==> src/hw/rtl/sfr_pkg.sv <==
// shared types, constants, tables and round functions of the safer-style cbc cipher
// no dependencies; used by every module of the block
package sfr_pkg;

   localparam int ROUND_COUNT_DEF = 12;
   localparam int ADDR_W = 5;
   localparam int DATA_W = 64;

   typedef enum logic [1:0] {
      REG_MODE      = 2'd0,
      REG_KEY_UPPER = 2'd1,
      REG_KEY_LOWER = 2'd2,
      REG_IV        = 2'd3
   } reg_idx_type;

   localparam logic [63:0] SK_BASE  = 64'hb7e151628aed2a6b;
   localparam logic [63:0] SK_STEP  = 64'h7f4a7c159e3779b9;
   localparam logic [63:0] KEY_STEP = 64'h9e3779b97f4a7c15;
   localparam logic [63:0] IV_RESET = 64'h0101010101010101;

   // lanes 0, 3, 4 and 7 use xor in the first key mix
   localparam logic [7:0] XOR_LANE = 8'b1001_1001;

   typedef logic [0:255][7:0] tbl_type;
   typedef logic [0:7][7:0] blk_type;

   typedef struct packed {
      logic load;
      logic step;
      logic final_mix;
      logic finish;
      logic dec;
   } cmd_type;

   function automatic tbl_type build_exp();
      tbl_type t;
      int p;
      p = 1;
      for (int x = 0; x < 256; x++) begin
         t[x] = 8'(p);
         p = (p * 45) % 257;
      end
      return t;
   endfunction

   localparam tbl_type EXP_TBL = build_exp();

   function automatic tbl_type build_log();
      tbl_type t;
      t = '0;
      for (int x = 0; x < 256; x++) begin
         t[EXP_TBL[x]] = 8'(x);
      end
      return t;
   endfunction

   localparam tbl_type LOG_TBL = build_log();

   function automatic logic [63:0] rotl64(input logic [63:0] x, input logic [5:0] s);
      logic [127:0] w;
      w = {x, x} << s;
      return w[127:64];
   endfunction

   function automatic blk_type key_mix(input blk_type c, input blk_type k,
                                       input logic sel, input logic neg);
      blk_type r;
      for (int i = 0; i < 8; i++) begin
         if (XOR_LANE[i] == sel) r[i] = c[i] ^ k[i];
         else if (neg) r[i] = c[i] - k[i];
         else r[i] = c[i] + k[i];
      end
      return r;
   endfunction

   function automatic blk_type pht(input blk_type c);
      blk_type r;
      for (int i = 0; i < 8; i += 2) begin
         r[i]   = 8'({c[i], 1'b0} + {1'b0, c[i+1]});
         r[i+1] = c[i] + c[i+1];
      end
      return r;
   endfunction

   function automatic blk_type ipht(input blk_type c);
      blk_type r;
      for (int i = 0; i < 8; i += 2) begin
         r[i]   = c[i] - c[i+1];
         r[i+1] = c[i+1] - r[i];
      end
      return r;
   endfunction

   function automatic blk_type shuffle(input blk_type c);
      return {c[0], c[2], c[4], c[6], c[1], c[3], c[5], c[7]};
   endfunction

   function automatic blk_type unshuffle(input blk_type c);
      return {c[0], c[4], c[1], c[5], c[2], c[6], c[3], c[7]};
   endfunction

   function automatic blk_type enc_round(input blk_type c, input blk_type k1,
                                         input blk_type k2);
      blk_type t;
      t = key_mix(c, k1, 1'b1, 1'b0);
      for (int i = 0; i < 8; i++) t[i] = XOR_LANE[i] ? EXP_TBL[t[i]] : LOG_TBL[t[i]];
      t = key_mix(t, k2, 1'b0, 1'b0);
      return pht(shuffle(pht(shuffle(pht(t)))));
   endfunction

   function automatic blk_type dec_round(input blk_type c, input blk_type k1,
                                         input blk_type k2);
      blk_type t;
      t = ipht(unshuffle(ipht(unshuffle(ipht(c)))));
      t = key_mix(t, k2, 1'b0, 1'b1);
      for (int i = 0; i < 8; i++) t[i] = XOR_LANE[i] ? LOG_TBL[t[i]] : EXP_TBL[t[i]];
      return key_mix(t, k1, 1'b1, 1'b1);
   endfunction

endpackage

==> src/hw/rtl/sfr_keysched.sv <==
// subkey schedule: one subkey a cycle from the 128-bit key, kept in odd and even banks
// depends on sfr_pkg
module sfr_keysched #(
   parameter int RC = sfr_pkg::ROUND_COUNT_DEF,
   localparam int KW = $clog2(RC + 1),
   localparam int NW = KW + 1
) (
   input  logic              clock,
   input  logic              reset,
   input  logic              kick,
   input  logic [63:0]       key_upper,
   input  logic [63:0]       key_lower,
   input  logic [KW-1:0]     odd_addr,
   input  logic [KW-1:0]     even_addr,
   output logic [63:0]       odd_key,
   output logic [63:0]       even_key,
   output logic              busy
);
   import sfr_pkg::*;

   localparam logic [NW-1:0] LAST_N = NW'(2 * RC + 1);

   logic [63:0] odd_bank_ff [RC+1];
   logic [63:0] even_bank_ff [RC+1];
   logic [63:0] odd_key_ff, even_key_ff;
   logic        busy_ff, busy_in;
   logic [NW-1:0] n_ff, n_in;
   logic [63:0] a_ff, a_in, b_ff, b_in, s_run_ff, s_run_in, lk_run_ff, lk_run_in;
   logic [63:0] lk_cur, s_new, ab;

   always_comb begin
      lk_cur   = (n_ff == '0) ? key_upper : lk_run_ff;
      s_new    = rotl64(s_run_ff + a_ff + b_ff, 6'd3);
      ab       = s_new + b_ff;
      busy_in  = busy_ff;
      n_in     = n_ff;
      a_in     = a_ff;
      b_in     = b_ff;
      s_run_in = s_run_ff;
      lk_run_in = lk_run_ff;
      if (kick) begin
         busy_in   = 1'b1;
         n_in      = '0;
         a_in      = '0;
         b_in      = '0;
         s_run_in  = SK_BASE;
         lk_run_in = key_lower;
      end else if (busy_ff) begin
         a_in     = s_new;
         b_in     = rotl64(lk_cur + ab, ab[5:0]);
         s_run_in = s_run_ff + SK_STEP;
         if (n_ff != '0) lk_run_in = lk_run_ff + KEY_STEP;
         n_in     = n_ff + NW'(1);
         if (n_ff == LAST_N) busy_in = 1'b0;
      end
   end

   always_ff @(posedge clock) begin
      if (reset) begin
         busy_ff   <= 1'b1;
         n_ff      <= '0;
         a_ff      <= '0;
         b_ff      <= '0;
         s_run_ff  <= SK_BASE;
         lk_run_ff <= '0;
      end else begin
         busy_ff   <= busy_in;
         n_ff      <= n_in;
         a_ff      <= a_in;
         b_ff      <= b_in;
         s_run_ff  <= s_run_in;
         lk_run_ff <= lk_run_in;
      end
   end

   // addresses are those of the next cycle, so the subkeys arrive registered
   always_ff @(posedge clock) begin
      if (busy_ff && !kick) begin
         if (n_ff[0]) odd_bank_ff[n_ff[NW-1:1]] <= s_new;
         else even_bank_ff[n_ff[NW-1:1]] <= s_new;
      end
      odd_key_ff  <= odd_bank_ff[odd_addr];
      even_key_ff <= even_bank_ff[even_addr];
   end

   assign odd_key  = odd_key_ff;
   assign even_key = even_key_ff;
   assign busy     = busy_ff;

endmodule

==> config.mk <==
export PLATFORM = sky130hd
export DESIGN_NAME = sfr_keysched
export DESIGN_NICKNAME = d
export VERILOG_FILES = /design/src/hw/rtl/sfr_pkg.sv /design/src/hw/rtl/sfr_keysched.sv
export SDC_FILE = /design/constraint.sdc
export NUM_CORES = 2
export LEC_CHECK = 0
export ABC_AREA = 1
export BUFFER_PORTS_ARGS = -buffer_cell sky130_fd_sc_hd__buf_2
export CAP_MARGIN = 20
export CORE_ASPECT_RATIO = 0.5
export CORE_MARGIN = 2
export CORE_UTILIZATION = 40
export CTS_CLUSTER_DIAMETER = 150
export DETAILED_ROUTE_END_ITERATION = 12
export GPL_TIMING_DRIVEN = 0
export SETUP_SLACK_MARGIN = 0.2
export SLEW_MARGIN = 0
export SYNTH_ARGS = -nofsm -noshare
export SYNTH_HDL_FRONTEND = slang
export SYNTH_SLANG_ARGS = --single-unit
==> constraint.sdc <==
create_clock -name clock -period 7.5 [get_ports clock]
set_input_delay 1.5 -clock clock [delete_from_list [all_inputs] [get_ports clock]]
set_output_delay 1.5 -clock clock [all_outputs]
set_load 0.02 [all_outputs]
==> summary.txt <==
Status
  • Status: complete, but fails checks
  • Violations in the final reports: setup timing

Logic synthesis
  • Number of warning messages in the yosys log: 0
  • Fraction of the yosys area taken by sequential cells: 57.74%
  • Yosys cell types: a little under 70
  • Synthesized instance count: roughly 10,000
  • Async S/R FF share, synth: 0%
  • Post-synth net total: between 10,000 and 15,000
  • Ranking of synthesized cells by area: sky130_fd_sc_hd__edfxtp_1, sky130_fd_sc_hd__dfxtp_1, sky130_fd_sc_hd__o21ai_0
  • Yosys top cell area share: between 40% and 50%
  • Syn_area_per_cell: 10.00 sq um
  • EDFF count, synth: between 1,500 and 2,000
  • Primary flip-flop cell chosen by synthesis mapping: sky130_fd_sc_hd__edfxtp_1
  • Yosys top cell by area: sky130_fd_sc_hd__edfxtp_1
  • FF+latch count, synth: 2,054
  • Cell area after synthesis: ~100,000 sq um

Clock network
  • Number of clock buffers inserted by TritonCTS: around 190
  • Master cell of the clock root buffer: sky130_fd_sc_hd__clkbuf_16
  • Clock Pin Slew Worst Setup and Hold Paths: roughly 0.070 ns
  • Largest buffer count on any clock path: 4
  • H-Tree Depth: 4
  • Post-CTS Hold Buffers: 0
  • Sink count of the clock tree: 2,054
  • Clock latency at the later pin of the worst-skew pair: approximately 0.9 ns
  • Clock tree from TritonCTS: yes

Placement
  • Number of buffers inserted by port buffering: 263
  • Post-place instance area: approximately 110,000 sq um
  • Final weighted congestion of routability-driven global placement: 1.010
  • HPWL after DPL: 285,100 um

Routing
  • # DRC: 0
  • Total routed wirelength: 379,200 um
  • First drt pass iteration count: 6
  • Average detailed-routed wire length per instance: between 20 and 30 um
  • Final antenna-violating net count: 0
  • Via count normalized by instance count: 5.693
  • Count of vias placed by the detailed router: 81,130
  • Number of design-rule violations left by the first detailed-router iteration: 9,874

Floorplanning
  • Horiz. Die Dim: roughly 710 um
  • Row count: 129
  • Top-level port count: 268
  • Core area: 248,100 sq um
  • Die Height: 357.7 um
  • Starting density of the core: 40.34%
  • Area of the die: around 250,000 sq um

Global routing
  • Overall overflow remaining after global route: 0
  • Via count of the first global-routing pass: 76,010
  • Global route hottest layer: met2
  • GRT Resource Usage Total: 28.75%
  • Pin count of the biggest net entering global routing: 29
  • Number of antenna violations at the first check in global routing: 24
  • GR Util met1: 40.07%
  • Met2 routing resource usage after global routing: 45.33%
  • Global-route track usage on met3: 4.398%
  • Global-route wire length before repair: ~530,000 um

Min path
  • Class of the most critical hold timing path: register to register
  • Hold path depth: 2

Flow run
  • Max-capacitance violation count: 0

STA
  • Final worst path period share: 116.8%
  • Worst-case setup margin in the final layout: -1.261 ns
  • Final number of hold-violating endpoints: 0
  • Pins Over Slew Limit: 0
  • Worst relative slew slack: between 10% and 20%
  • Final worst path period need: about 8.8 ns
  • Unrepaired setup endpoints after global routing: true
  • Slew at the pin closest to its max-slew limit: between 1 and 1.5 ns
  • Number of setup violations in the final report: 64
  • Final clock skew: 0.09510 ns
  • Highest clock rate: 0.1141 GHz

Critical path
  • Worst-path maximum fanout: 5
  • Arrival time reported for the critical path endpoint: about 9.4 ns
  • Element type at the critical path end: register
  • Classification of the worst setup path: register to register
  • Cell type with the highest occurrence count on the critical path: sky130_fd_sc_hd__nand3_2
  • Required time at the endpoint of the critical path: 8.17 ns
  • Worst stage delay on the critical path: 0.54 ns
  • Critical Path Slowest Stage Cell: sky130_fd_sc_hd__fa_1
  • Worst-case reg-to-reg path depth: 55
  • Startpoint type of the worst setup path: register

Layout
  • Layout overhead on the synthesized area: 23.49%
  • Fill cell total of the finished layout: 22,260
  • Post-Route Utilization: 49.81%
  • Final std cell area, no fill: 123,600 sq um
  • Fraction of final layout cells with drive strength greater than 1: 19.46%
  • Final #Nets: between 10,000 and 15,000
kinds of logic (layout without fill, tap and decap cells):
| logic type | after synthesis | count (layout) | share of synthesized area, % |
|---|---|---|---|
| other | 0 | 2 | 0 |
| XOR/XNOR | 167 | 168 | 1.477 |
| multiplexers | 386 | 386 | 3.861 |
| AO/OA/AOI/OAI | 2516 | 2516 | 13.72 |
| AND/OR/NAND/NOR | 3103 | 3103 | 13.63 |
| flip-flops | 2054 | 2054 | 57.74 |
| buffers and inverters | 1519 | 2421 | 5.826 |
| adder cells (fa/ha/maj) | 260 | 260 | 3.746 |
cells in the mapped netlist (all sizes together) (136+ instances only):
cell and count:
dfxtp 390, buf 136, nand3 843, clkbuf 342
inv 1029, a21oi 814, nand2 1253, mux2i 386
nor2 821, edfxtp 1664, ha 194, o21ai 1263
cells in the final DEF, fill, tap and decap left out, drive strengths merged, types with 87 or more instances in the layout:
cell type and n:
edfxtp 1664, o21ai 1263, nand2 1253, inv 1035, nand3 843, nor2 821, a21oi 814, buf 697
clkbuf 612, dfxtp 390, mux2i 386, ha 194, o211ai 124, xor2 119, o22ai 110, a31oi 87
per-layer routing:
metal	up-vias	routed length [um]	part of all wire (%)
met4	2	17730	4.7
li1	36690	-	-
met3	650	35110	9.3
met5	-	11	0.0029
met2	3961	168600	44
met1	39830	157700	42
critical path, delay by kind of cell, from the launching register on:
family	cells	cell delay, ns
adders and majority gates	5	1.64
DFF	1	0.35
xor gates and xnor gates	1	0.29
and+or+nand+nor	26	3.43
buffers and inverters	7	0.63
AOI/OAI and AO/OA	16	2.28
sequential cells by signal, indices dropped and copies added, names as in the netlist:
name / cells
odd_bank_ff: 832
n_ff: 5
s_run_ff: 64
lk_run_ff: 64
even_bank_ff: 832
odd_key: 64
a_ff: 64
busy: 1
even_key: 64
b_ff: 64
layout make-up:
class                      instances  area [sq um]  share of cell area, %
tap                             3340          4179                  3.382
multi-input combinational       6433         44070                  35.66
clock inverter                    70         708.2                 0.5731
timing repair inverter             1         5.005               0.004050
clock buffer                     270          5466                  4.424
sequential                      2054         57780                  46.76
timing repair buffer             561          5498                  4.449
antenna                            2         5.005               0.004050
inverter                        1041          3916                  3.169
buffer                           478          1938                  1.568
through the flow:
step | instances | worst slack, ns | setup TNS, ns | hold WS (ns)
after floorplan | 10010 | -0.07569 | -1.384 | 0.4482
after global placement | 13610 | -4.804 | -3888.48 | 0.4715
after detailed placement | 13760 | -4.337 | -260.26 | 0.4714
after CTS | 14180 | -1.420 | -83.72 | 0.4878
after global routing | 14250 | -1.565 | -94.00 | 0.5013
final | 14250 | -1.261 | -72.89 | 0.4834
final timing paths:
| kind | from | end | slack [ns] |
|---|---|---|---|
| worst max register to register | b_ff[1]$_SDFFE_PP0P_ | b_ff[41]$_SDFFE_PP0P_ | -1.26 |
| worst max-delay path | b_ff[1]$_SDFFE_PP0P_ | b_ff[41]$_SDFFE_PP0P_ | -1.26 |
| worst min-delay path | even_bank_ff[12][10]$_DFFE_PP_ | even_key[10]$_DFF_P_ | 0.48 |
| worst min register to register | even_bank_ff[12][10]$_DFFE_PP_ | even_key[10]$_DFF_P_ | 0.48 |
timing repair:
item,in CTS,in global routing
cloned,2,0
endpoints found under the setup margin,64,64
resized for setup,737,504
setup buffers,81,63
pin swaps,187,223
Power is left out: the tool's default activity adds up to more than one toggle a clock period on the data nets, which glitch-free logic cannot reach.
