--- config.mk ---
export PLATFORM = sky130hd
export DESIGN_NAME = sfr_ctrl
export DESIGN_NICKNAME = d
export VERILOG_FILES = /design/src/hw/rtl/sfr_pkg.sv /design/src/hw/rtl/sfr_ctrl.sv
export SDC_FILE = /design/constraint.sdc
export NUM_CORES = 1
export LEC_CHECK = 0
export ABC_AREA = 1
export BUFFER_PORTS_ARGS = -buffer_cell sky130_fd_sc_hd__buf_4
export CORE_ASPECT_RATIO = 0.5
export CORE_MARGIN = 2
export CORE_UTILIZATION = 35
export CTS_BUF_LIST = sky130_fd_sc_hd__clkbuf_16
export DETAILED_ROUTE_END_ITERATION = 12
export MAX_ROUTING_LAYER = met4
export PLACE_DENSITY = 0.63
export SLEW_MARGIN = 20
export SYNTH_ARGS = -nofsm -noshare
export SYNTH_HDL_FRONTEND = slang
export SYNTH_SLANG_ARGS = --single-unit
--- constraint.sdc ---
create_clock -name clock -period 2.4 [get_ports clock]
set_input_delay 0.36 -clock clock [delete_from_list [all_inputs] [get_ports clock]]
set_output_delay 0.36 -clock clock [all_outputs]
set_load 0.02 [all_outputs]
--- src/hw/rtl/sfr_pkg.sv ---
// shared types, constants, tables and round functions of the safer-style cbc cipher
// no dependencies; used by every module of the block
package sfr_pkg;

   localparam int ROUND_COUNT_DEF = 12;
   localparam int ADDR_W = 5;
   localparam int DATA_W = 64;

   typedef enum logic [1:0] {
      REG_MODE      = 2'd0,
      REG_KEY_UPPER = 2'd1,
      REG_KEY_LOWER = 2'd2,
      REG_IV        = 2'd3
   } reg_idx_type;

   localparam logic [63:0] SK_BASE  = 64'hb7e151628aed2a6b;
   localparam logic [63:0] SK_STEP  = 64'h7f4a7c159e3779b9;
   localparam logic [63:0] KEY_STEP = 64'h9e3779b97f4a7c15;
   localparam logic [63:0] IV_RESET = 64'h0101010101010101;

   // lanes 0, 3, 4 and 7 use xor in the first key mix
   localparam logic [7:0] XOR_LANE = 8'b1001_1001;

   typedef logic [0:255][7:0] tbl_type;
   typedef logic [0:7][7:0] blk_type;

   typedef struct packed {
      logic load;
      logic step;
      logic final_mix;
      logic finish;
      logic dec;
   } cmd_type;

   function automatic tbl_type build_exp();
      tbl_type t;
      int p;
      p = 1;
      for (int x = 0; x < 256; x++) begin
         t[x] = 8'(p);
         p = (p * 45) % 257;
      end
      return t;
   endfunction

   localparam tbl_type EXP_TBL = build_exp();

   function automatic tbl_type build_log();
      tbl_type t;
      t = '0;
      for (int x = 0; x < 256; x++) begin
         t[EXP_TBL[x]] = 8'(x);
      end
      return t;
   endfunction

   localparam tbl_type LOG_TBL = build_log();

   function automatic logic [63:0] rotl64(input logic [63:0] x, input logic [5:0] s);
      logic [127:0] w;
      w = {x, x} << s;
      return w[127:64];
   endfunction

   function automatic blk_type key_mix(input blk_type c, input blk_type k,
                                       input logic sel, input logic neg);
      blk_type r;
      for (int i = 0; i < 8; i++) begin
         if (XOR_LANE[i] == sel) r[i] = c[i] ^ k[i];
         else if (neg) r[i] = c[i] - k[i];
         else r[i] = c[i] + k[i];
      end
      return r;
   endfunction

   function automatic blk_type pht(input blk_type c);
      blk_type r;
      for (int i = 0; i < 8; i += 2) begin
         r[i]   = 8'({c[i], 1'b0} + {1'b0, c[i+1]});
         r[i+1] = c[i] + c[i+1];
      end
      return r;
   endfunction

   function automatic blk_type ipht(input blk_type c);
      blk_type r;
      for (int i = 0; i < 8; i += 2) begin
         r[i]   = c[i] - c[i+1];
         r[i+1] = c[i+1] - r[i];
      end
      return r;
   endfunction

   function automatic blk_type shuffle(input blk_type c);
      return {c[0], c[2], c[4], c[6], c[1], c[3], c[5], c[7]};
   endfunction

   function automatic blk_type unshuffle(input blk_type c);
      return {c[0], c[4], c[1], c[5], c[2], c[6], c[3], c[7]};
   endfunction

   function automatic blk_type enc_round(input blk_type c, input blk_type k1,
                                         input blk_type k2);
      blk_type t;
      t = key_mix(c, k1, 1'b1, 1'b0);
      for (int i = 0; i < 8; i++) t[i] = XOR_LANE[i] ? EXP_TBL[t[i]] : LOG_TBL[t[i]];
      t = key_mix(t, k2, 1'b0, 1'b0);
      return pht(shuffle(pht(shuffle(pht(t)))));
   endfunction

   function automatic blk_type dec_round(input blk_type c, input blk_type k1,
                                         input blk_type k2);
      blk_type t;
      t = ipht(unshuffle(ipht(unshuffle(ipht(c)))));
      t = key_mix(t, k2, 1'b0, 1'b1);
      for (int i = 0; i < 8; i++) t[i] = XOR_LANE[i] ? LOG_TBL[t[i]] : EXP_TBL[t[i]];
      return key_mix(t, k1, 1'b1, 1'b1);
   endfunction

endpackage

--- src/hw/rtl/sfr_ctrl.sv ---
// controller: accepts blocks, sequences the rounds and owns the result valid
// depends on sfr_pkg
module sfr_ctrl #(
   parameter int RC = sfr_pkg::ROUND_COUNT_DEF,
   localparam int KW = $clog2(RC + 1)
) (
   input  logic                clock,
   input  logic                reset,
   input  logic                req_valid,
   output logic                req_ready,
   output logic                rsp_valid,
   input  logic                rsp_ready,
   input  logic                ks_ready,
   input  logic                dec_mode,
   output sfr_pkg::cmd_type    cmd,
   output logic [KW-1:0]       odd_addr,
   output logic [KW-1:0]       even_addr
);
   import sfr_pkg::*;

   typedef enum logic [1:0] {
      ST_IDLE = 2'b01,
      ST_RUN  = 2'b10
   } state_type;

   localparam logic [KW-1:0] LAST = KW'(RC);

   state_type     state_ff, state_in;
   logic [KW-1:0] cnt_ff, cnt_in;
   logic          dec_ff, dec_in, rsp_valid_ff, rsp_valid_in;
   logic          last, out_free, nxt_last;

   always_comb begin
      last     = cnt_ff == LAST;
      out_free = !rsp_valid_ff || rsp_ready;
      state_in = state_ff;
      cnt_in   = cnt_ff;
      dec_in   = dec_ff;
      req_ready = 1'b0;
      cmd      = '0;
      cmd.dec  = dec_ff;
      cmd.final_mix = dec_ff ? (cnt_ff == '0) : last;
      unique case (state_ff)
         ST_IDLE: begin
            req_ready = ks_ready;
            if (req_valid && ks_ready) begin
               cmd.load = 1'b1;
               cmd.dec  = dec_mode;
               dec_in   = dec_mode;
               cnt_in   = '0;
               state_in = ST_RUN;
            end
         end
         ST_RUN: begin
            if (!last) begin
               cmd.step = 1'b1;
               cnt_in   = cnt_ff + KW'(1);
            end else if (out_free) begin
               cmd.step   = 1'b1;
               cmd.finish = 1'b1;
               state_in   = ST_IDLE;
            end
         end
         default: state_in = ST_IDLE;
      endcase
      // subkey addresses for the next cycle
      nxt_last = cnt_in == LAST;
      if (dec_in) begin
         if (cnt_in == '0) begin
            odd_addr  = LAST;
            even_addr = LAST;
         end else begin
            odd_addr  = LAST - cnt_in;
            even_addr = LAST - cnt_in + KW'(1);
         end
      end else begin
         odd_addr  = cnt_in;
         even_addr = nxt_last ? cnt_in : cnt_in + KW'(1);
      end
      rsp_valid_in = cmd.finish ? 1'b1 : (rsp_ready ? 1'b0 : rsp_valid_ff);
   end

   always_ff @(posedge clock) begin
      if (reset) begin
         state_ff     <= ST_IDLE;
         cnt_ff       <= '0;
         dec_ff       <= 1'b0;
         rsp_valid_ff <= 1'b0;
      end else begin
         state_ff     <= state_in;
         cnt_ff       <= cnt_in;
         dec_ff       <= dec_in;
         rsp_valid_ff <= rsp_valid_in;
      end
   end

   assign rsp_valid = rsp_valid_ff;

endmodule

==> results of run 1 <==
per-layer routing:
metal	global-route usage, %	up-vias
met2	33.9	28
met1	20.0	450
met4	7.27	0
met3	4.05	7
met5	-	-
li1	-	517
layout by cell type (no fill, tap or decap), types with 2 or more instances in the layout:
cell type / instances
buf_4: 34
nand2_1: 28
nor2_1: 15
nand2_2: 11
inv_1: 10
inv_2: 10
nand3_1: 8
nand2_4: 7
dfxtp_1: 6
nor2_2: 5
nand4_1: 4
o21ai_0: 3
o21ai_1: 3
ha_4: 3
clkbuf_16: 3
nand3_2: 2
o21ai_4: 2
a21oi_1: 2
ha_1: 2
ha_2: 2
buf_6: 2
dfxtp_2: 2
power by group through the flow:
stage | Sequential, mW | Clock (mW) | Combinational, mW
2_1_floorplan | 0.168 | 0 | 0.442
3_3_place_gp | 0.168 | 0 | 0.635
3_5_place_dp | 0.168 | 0 | 0.635
4_1_cts | 0.173 | 0.286 | 0.771
5_1_grt | 0.177 | 0.293 | 0.927
6_report | 0.174 | 0.282 | 0.859
final cells by class:
cell class / instances / area, um^2
fillers: 234 / 935
repair buffers: 36 / 278
well taps: 35 / 43.8
clock buffers: 3 / 75.1
inverters: 23 / 98.8
multi-input cells: 108 / 749
flip-flops and latches: 8 / 163
final timing paths:
kind / cells after the start / endpoint / startpoint / slack, ns
setup reg to reg: 8 / state_ff[1] / cnt_ff[0] / 0.92
hold / removal: 2 / rsp_valid / reset / 0.35
hold reg to reg: 2 / state_ff[1] / state_ff[1] / 0.50
setup / recovery: 15 / even_addr[2] / state_ff[0] / -0.04
state kept, by name, summed over array words and instances, names as in the netlist:
register   flops
cnt_ff         4
state_ff       2
rsp_valid      1
dec_ff         1
kinds of logic after synthesis:
logic type | count (synthesis)
and+or+nand+nor | 83
buffers and inverters | 26
DFF | 8
adders and majority gates | 7
AOI/OAI and AO/OA | 16
xor gates and xnor gates | 2
what timing repair did:
item | in CTS | in global routing
resized for setup | 21 | 15
setup endpoints to repair | 7 | 8
setup buffers | 7 | 3
pin swaps | 14 | 3
hold endpoints to repair | 0 | 0
stage by stage:
step                      hold WS, ns  worst slack (ns)  std cells
after floorplan                 0.432            0.0143        142
after global placement          0.477            0.0182        200
after detailed placement        0.479           0.00448        200
after CTS                       0.345           -0.0127        210
after global routing            0.350            -0.162        213
final                           0.346           -0.0393        213
==> summary.txt, run 1 <==
Run status
  – Outcome: finished, violations left
  – Failing checks: negative setup slack

Final layout
  – N_diodes: 0
  – Final instance area: about 1400 um^2
  – Area delta synth->final: 54.5%
  – Layout cells sized above 1: 51.7%
  – Fin util: 60.1%
  – Nets: 193

STA
  – Final Hold Violating Endpoints: 0
  – Setup TNS: -0.0467 ns
  – Max_slew headroom: 79.7%
  – Slew @ Worst Pin: 0.304 ns
  – Unrepaired setup endpoints after global routing: true
  – Post-layout minimum cycle time: ~2.4 ns
  – Final period util: 102%
  – Slew Limit Fails: 0
  – Skew final: 0.00439 ns
  – Final setup fails: 2
  – Post-layout worst setup margin: -0.0393 ns
  – Fmax: around 0.41 GHz

Critical path
  – Most Frequent Cell on Critical Path: nand2_4
  – Crit Path Max Fanout: 4
  – Worst Setup End Kind: primary output
  – CP Launch Type: flop
  – Family with the most delay on the worst path: simple AND/OR/NAND/NOR gates
  – Worst Path Buf+Inv: 4
  – Highest cell delay on the worst timing path: 0.32 ns
  – Worst EP required: 2.04 ns
  – Worst-path cell with the longest stage delay: dfxtp_2
  – Crit path arrival time: 2.08 ns
  – Critical Path, Cell by Cell: inv_2 > ha_4 > inv_8 > nand2_4 > a21oi_2 > nand2_2 > nand2_4 > ha_4 > nor2_2 > inv_2 > nand2_4 > xor2_2 > nor2_1 > nor2_1 > buf_4
  – WS Path Type: flop to primary output

Drt
  – Vias/cell: 4.70
  – DRC: 0
  – Highest routed layer: met4
  – DRT Pass-1 Iters: 4
  – Routed len/inst: around 12 um
  – Met3 WL post-DR: between 100 and 150 um
  – Post-DRT Antenna Nets: 0
  – DR iter-0 viols: 41
  – Met1 Wirelength: roughly 1200 um
  – Wirelength, routed: roughly 2600 um
  – DR vias: 1,002
  – Met2 Routed Length: approximately 1300 um

Logic synthesis
  – Post-synth EDFFs: 0
  – Area of the mapped netlist: roughly 900 um^2
  – Warnings, synthesis: 0
  – Largest family of logic cells by synthesized area: simple AND/OR/NAND/NOR gates
  – Post-synthesis xor/xnor area fraction: 2.75%
  – Count leader, synth: nand2_1
  – Post-Synth Adder-Cell Area: 9.62%
  – Post-synthesis mux area share: 0%
  – Compound-Gate Fraction of Synth Area: 12.4%
  – Area leader, netlist: dfxtp_1
  – Leading post-synthesis cells by cell area: dfxtp_1 18%, nand2_1 13%, ha_1 9.6%, nand2_2 7.6%, nor2_1 7.0%
  – Synth cell types: 29
  – Syn Nets: 155
  – Ys flop type: dfxtp_1
  – Syn_area_per_cell: 6.41 um^2
  – Post-Syn Instances: 142
  – Simple-Gate Fraction of Synth Area: 45.3%
  – #FFs+latches synth: 8
  – Synth cell count leaders: 32 x nand2_1, 17 x nor2_1, 14 x inv_1, 11 x nand2_2
  – Ys async rst share: 0%
  – Register area share after synthesis: between 15 and 20%
  – Share of Yosys cell area claimed by the top area cell type: between 10% and 20%

GRT
  – Tot GR Track Use: 18.0%
  – Initial antenna violation count: 0
  – First-pass GRT wire length: about 4100 um
  – Vias in the first global route: 957
  – Pin count of the biggest net entering global routing: 9
  – GRT Residual Overflow: 0

Die
  – Die X: 76.1 um
  – IO Pins: 21
  – Die height: 40.1 um
  – Core area: 2340 um^2
  – Initial Util: 38.9%
  – Rows: 12
  – Total Die Area: 3050 um^2

Clock network
  – CTS clk-pin slew, worst paths: 0.04 ns
  – Post-CTS Hold Fix Bufs: 0
  – Sink Count: 8
  – CTS H-tree depth: 1
  – CTS Buffer Depth: 2
  – Root Buffer: clkbuf_16
  – CTS tree: done
  – CTS Buf Count: 3
  – Clock Latency Late Sink: 0.23 ns

Power
  – Switching portion of total power: between 40% and 50%
  – Peak supply drop: 0.476 mV
  – Tot Pwr: 1.32 mW
  – Seq pwr share: between 10% and 20%
  – Leakage power total: 0.693 nW
  – Comb power frac: 65.3%
  – Net switching power figure: about 580 uW
  – Pwr Density: between 900 and 1000 nW/um^2
  – Cell-internal power: 739 uW
  – Clock power frac: 21.4%

Placed design
  – Buffers on Ports: 20
  – GP Congestion: 0.901
  – Post-Place Cell Area: between 1000 and 1500 um^2
  – Post-detailed-placement half-perimeter wirelength: 1660 um

Run
  – Max cap viols: 0

Min path
  – Hold Path Class: input port to flop
Note: power is estimated with default switching activity, not from simulation.
==> run 2: changes to the inputs <==
- CORE_ASPECT_RATIO: 0.5 -> 1.75
- REMOVE_ABC_BUFFERS: unset -> 1
==> run 2 against run 1 <==
The run still ends with negative setup slack left; total power shrank 2.5%; global-route usage grew 0.82 points; register-to-register slack lost 0.17 ns; core utilization shrank 5.3 points; die area shrank 0.29%; sequential power is essentially flat; worst setup slack gained 0.033 ns; worst hold slack gained 0.0028 ns; critical path type unchanged; highest routed layer unchanged.
==> summary.txt, run 2 (synthesis gave the netlist of run 1 again) <==
Critical path
  – WS Path Type: flop to primary output (unchanged)
  – Crit Path Max Fanout: 4 (unchanged)
  – Worst Setup End Kind: primary output (unchanged)
  – Crit path arrival time: 2.05 ns (was 2.08 ns)
  – CP Launch Type: flop (unchanged)
  – Worst EP required: 2.04 ns (about the same)

GRT
  – GRT Residual Overflow: 0 (unchanged)
  – Met2 Use GR: 35.4% (was 33.9%)
  – Most used routing layer: met2 (unchanged)
  – First-pass GRT wire length: 4270 um (was 4120 um)
  – Met3 Usage GRT: 2.02% (was 4.05%)
  – Met1 Use GR: 16.8% (was 20.0%)
  – Pin count of the biggest net entering global routing: 9 (unchanged)
  – Initial antenna violation count: 0 (unchanged)
  – Vias in the first global route: 1,026 (was 957)
  – Tot GR Track Use: 18.9% (was 18.0%)

Placed design
  – Buffers on Ports: 20 (unchanged)
  – GP Congestion: 0.841 (was 0.901)
  – Placement Setup Slack: 0.0237 ns (was 0.00448 ns)
  – Cells after DPL: 193 (was 200)
  – Post-detailed-placement half-perimeter wirelength: 1930 um (was 1660 um)

Clock network
  – CTS clk-pin slew, worst paths: 0.04 ns (about the same)
  – CTS Buf Count: 3 (unchanged)
  – CTS tree: done (unchanged)
  – Sink Count: 8 (unchanged)
  – CTS H-tree depth: 1 (unchanged)
  – Clock Latency Late Sink: 0.24 ns (was 0.23 ns)
  – Root Buffer: clkbuf_16 (unchanged)
  – CTS Buffer Depth: 2 (unchanged)
  – Post-CTS Hold Fix Bufs: 0 (unchanged)

STA
  – WHS: 0.349 ns (was 0.346 ns)
  – Slew Limit Fails: 0 (unchanged)
  – Final setup fails: 1 (was 2)
  – Max_slew headroom: 80.1% (was 79.7%)
  – Post-layout worst setup margin: -0.00675 ns (was -0.0393 ns)
  – Setup TNS: -0.00675 ns (was -0.0467 ns)
  – Slew @ Worst Pin: 0.297 ns (was 0.304 ns)
  – Fmax: 0.415 GHz (was 0.410 GHz)
  – Post-layout minimum cycle time: 2.41 ns (was 2.44 ns)
  – Unrepaired setup endpoints after global routing: true (unchanged)
  – Final period util: 100% (was 102%)
  – Skew final: 0.00125 ns (was 0.00439 ns)
  – Final Hold Violating Endpoints: 0 (unchanged)

Die
  – Die X: 42.6 um (was 76.1 um)
  – IO Pins: 21 (unchanged)
  – Core area: 2490 um^2 (was 2340 um^2)
  – Initial Util: 36.5% (was 38.9%)
  – Die height: 71.5 um (was 40.1 um)
  – Total Die Area: 3040 um^2 (was 3050 um^2)
  – Rows: 24 (was 12)

Drt
  – DR vias: 1,017 (was 1,002)
  – DRT Pass-1 Iters: 4 (unchanged)
  – Post-DRT Antenna Nets: 0 (unchanged)
  – Vias/cell: 5.06 (was 4.70)
  – DR iter-0 viols: 11 (was 41)
  – Routed len/inst: 12.9 um (was 12.1 um)
  – DRC: 0 (unchanged)
  – Wirelength, routed: 2600 um (was 2590 um)

Power
  – Leakage power total: 0.682 nW (was 0.693 nW)
  – Pwr Density: 939 nW/um^2 (was 934 nW/um^2)
  – Peak supply drop: 0.505 mV (was 0.476 mV)

Final layout
  – Nets: 190 (was 193)
  – Largest regs: cnt_ff: 4 flops, state_ff: 2 flops (unchanged)
  – Layout cells sized above 1: 50.3% (was 51.7%)
  – N_diodes: 0 (unchanged)
  – Area delta synth->final: 50.0% (was 54.5%)
  – Commonest cells after routing, fill and taps aside: 31 x buf_4, 29 x nand2_1, 14 x nor2_1, 10 x inv_1, 10 x nand2_2 (was 34 x buf_4, 28 x nand2_1, 15 x nor2_1, 11 x nand2_2)
  – Finished Layout Cells: 201 (was 213)
  – Most common cell after layout, fill and taps aside: buf_4 (unchanged)
  – Max FFs per register: 4 (unchanged)
  – Register bank with the most flops: cnt_ff (unchanged)

Run status
  – Failing checks: negative setup slack (unchanged)
  – Outcome: finished, violations left (unchanged)

Min path
  – Hold Path Class: input port to flop (unchanged)

Run
  – Max cap viols: 0 (unchanged)
==> run 2: layout make-up <==
type | count | area, um^2
well taps | 26 | 32.5
repair buffers | 33 | 255
inverters | 23 | 96.3
multi-input cells | 108 | 744
fillers | 254 | 1130
flip-flops and latches | 8 | 163
clock buffers | 3 | 75.1
==> run 2: power by group <==
| part | leakage, nW | internal, mW | switching [mW] |
|---|---|---|---|
| sequential | 0.0652 | 0.157 | 0.0174 |
| clock | 0.0370 | 0.216 | 0.0749 |
| combinational | 0.580 | 0.344 | 0.473 |
==> run 2: worst max-delay path, cell delays in order (launching register included) <==
cell	delay (ns)
dfxtp_2	0.31
buf_4	0.14
ha_4	0.17
nand2_2	0.08
nand2_4	0.08
a21oi_4	0.20
ha_4	0.18
nor2_2	0.04
inv_2	0.07
nand2_4	0.07
xor2_2	0.17
nor2_1	0.08
nor2_1	0.04
buf_4	0.15
==> run 2: final timing paths <==
check,from,to,slack (ns),cells after the start
setup / recovery,state_ff[0],even_addr[2],-0.007,13
hold / removal,reset,cnt_ff[0],0.35,2
setup reg to reg,cnt_ff[0],state_ff[1],0.75,9
hold reg to reg,state_ff[1],state_ff[1],0.55,2
==> run 2: per-layer routing <==
metal | share of wire [%] | wire length [um]
met1 | 34 | 892
met2 | 57 | 1480
met3 | 3.9 | 101
met4 | 4.5 | 116
met5 | 0 | 0
==> run 2: timing repair <==
action                     CTS  global route
setup endpoints to repair    7             7
buffers inserted             2             3
hold endpoints to repair     0             0
pin swaps                   16             6
resized for setup           26             9
cloned                       0             0
==> run 2: stage by stage <==
| stage | power [mW] | util (%) | cell area (um^2) |
|---|---|---|---|
| finish | 1.28 | 54.8 | 1370 |
| global route | 1.37 | 54.8 | 1370 |
| floorplan | 0.603 | - | 885 |
| global placement | 0.809 | 45.2 | 1130 |
| detailed placement | 0.819 | 45.2 | 1130 |
| CTS | 1.25 | 53.0 | 1320 |
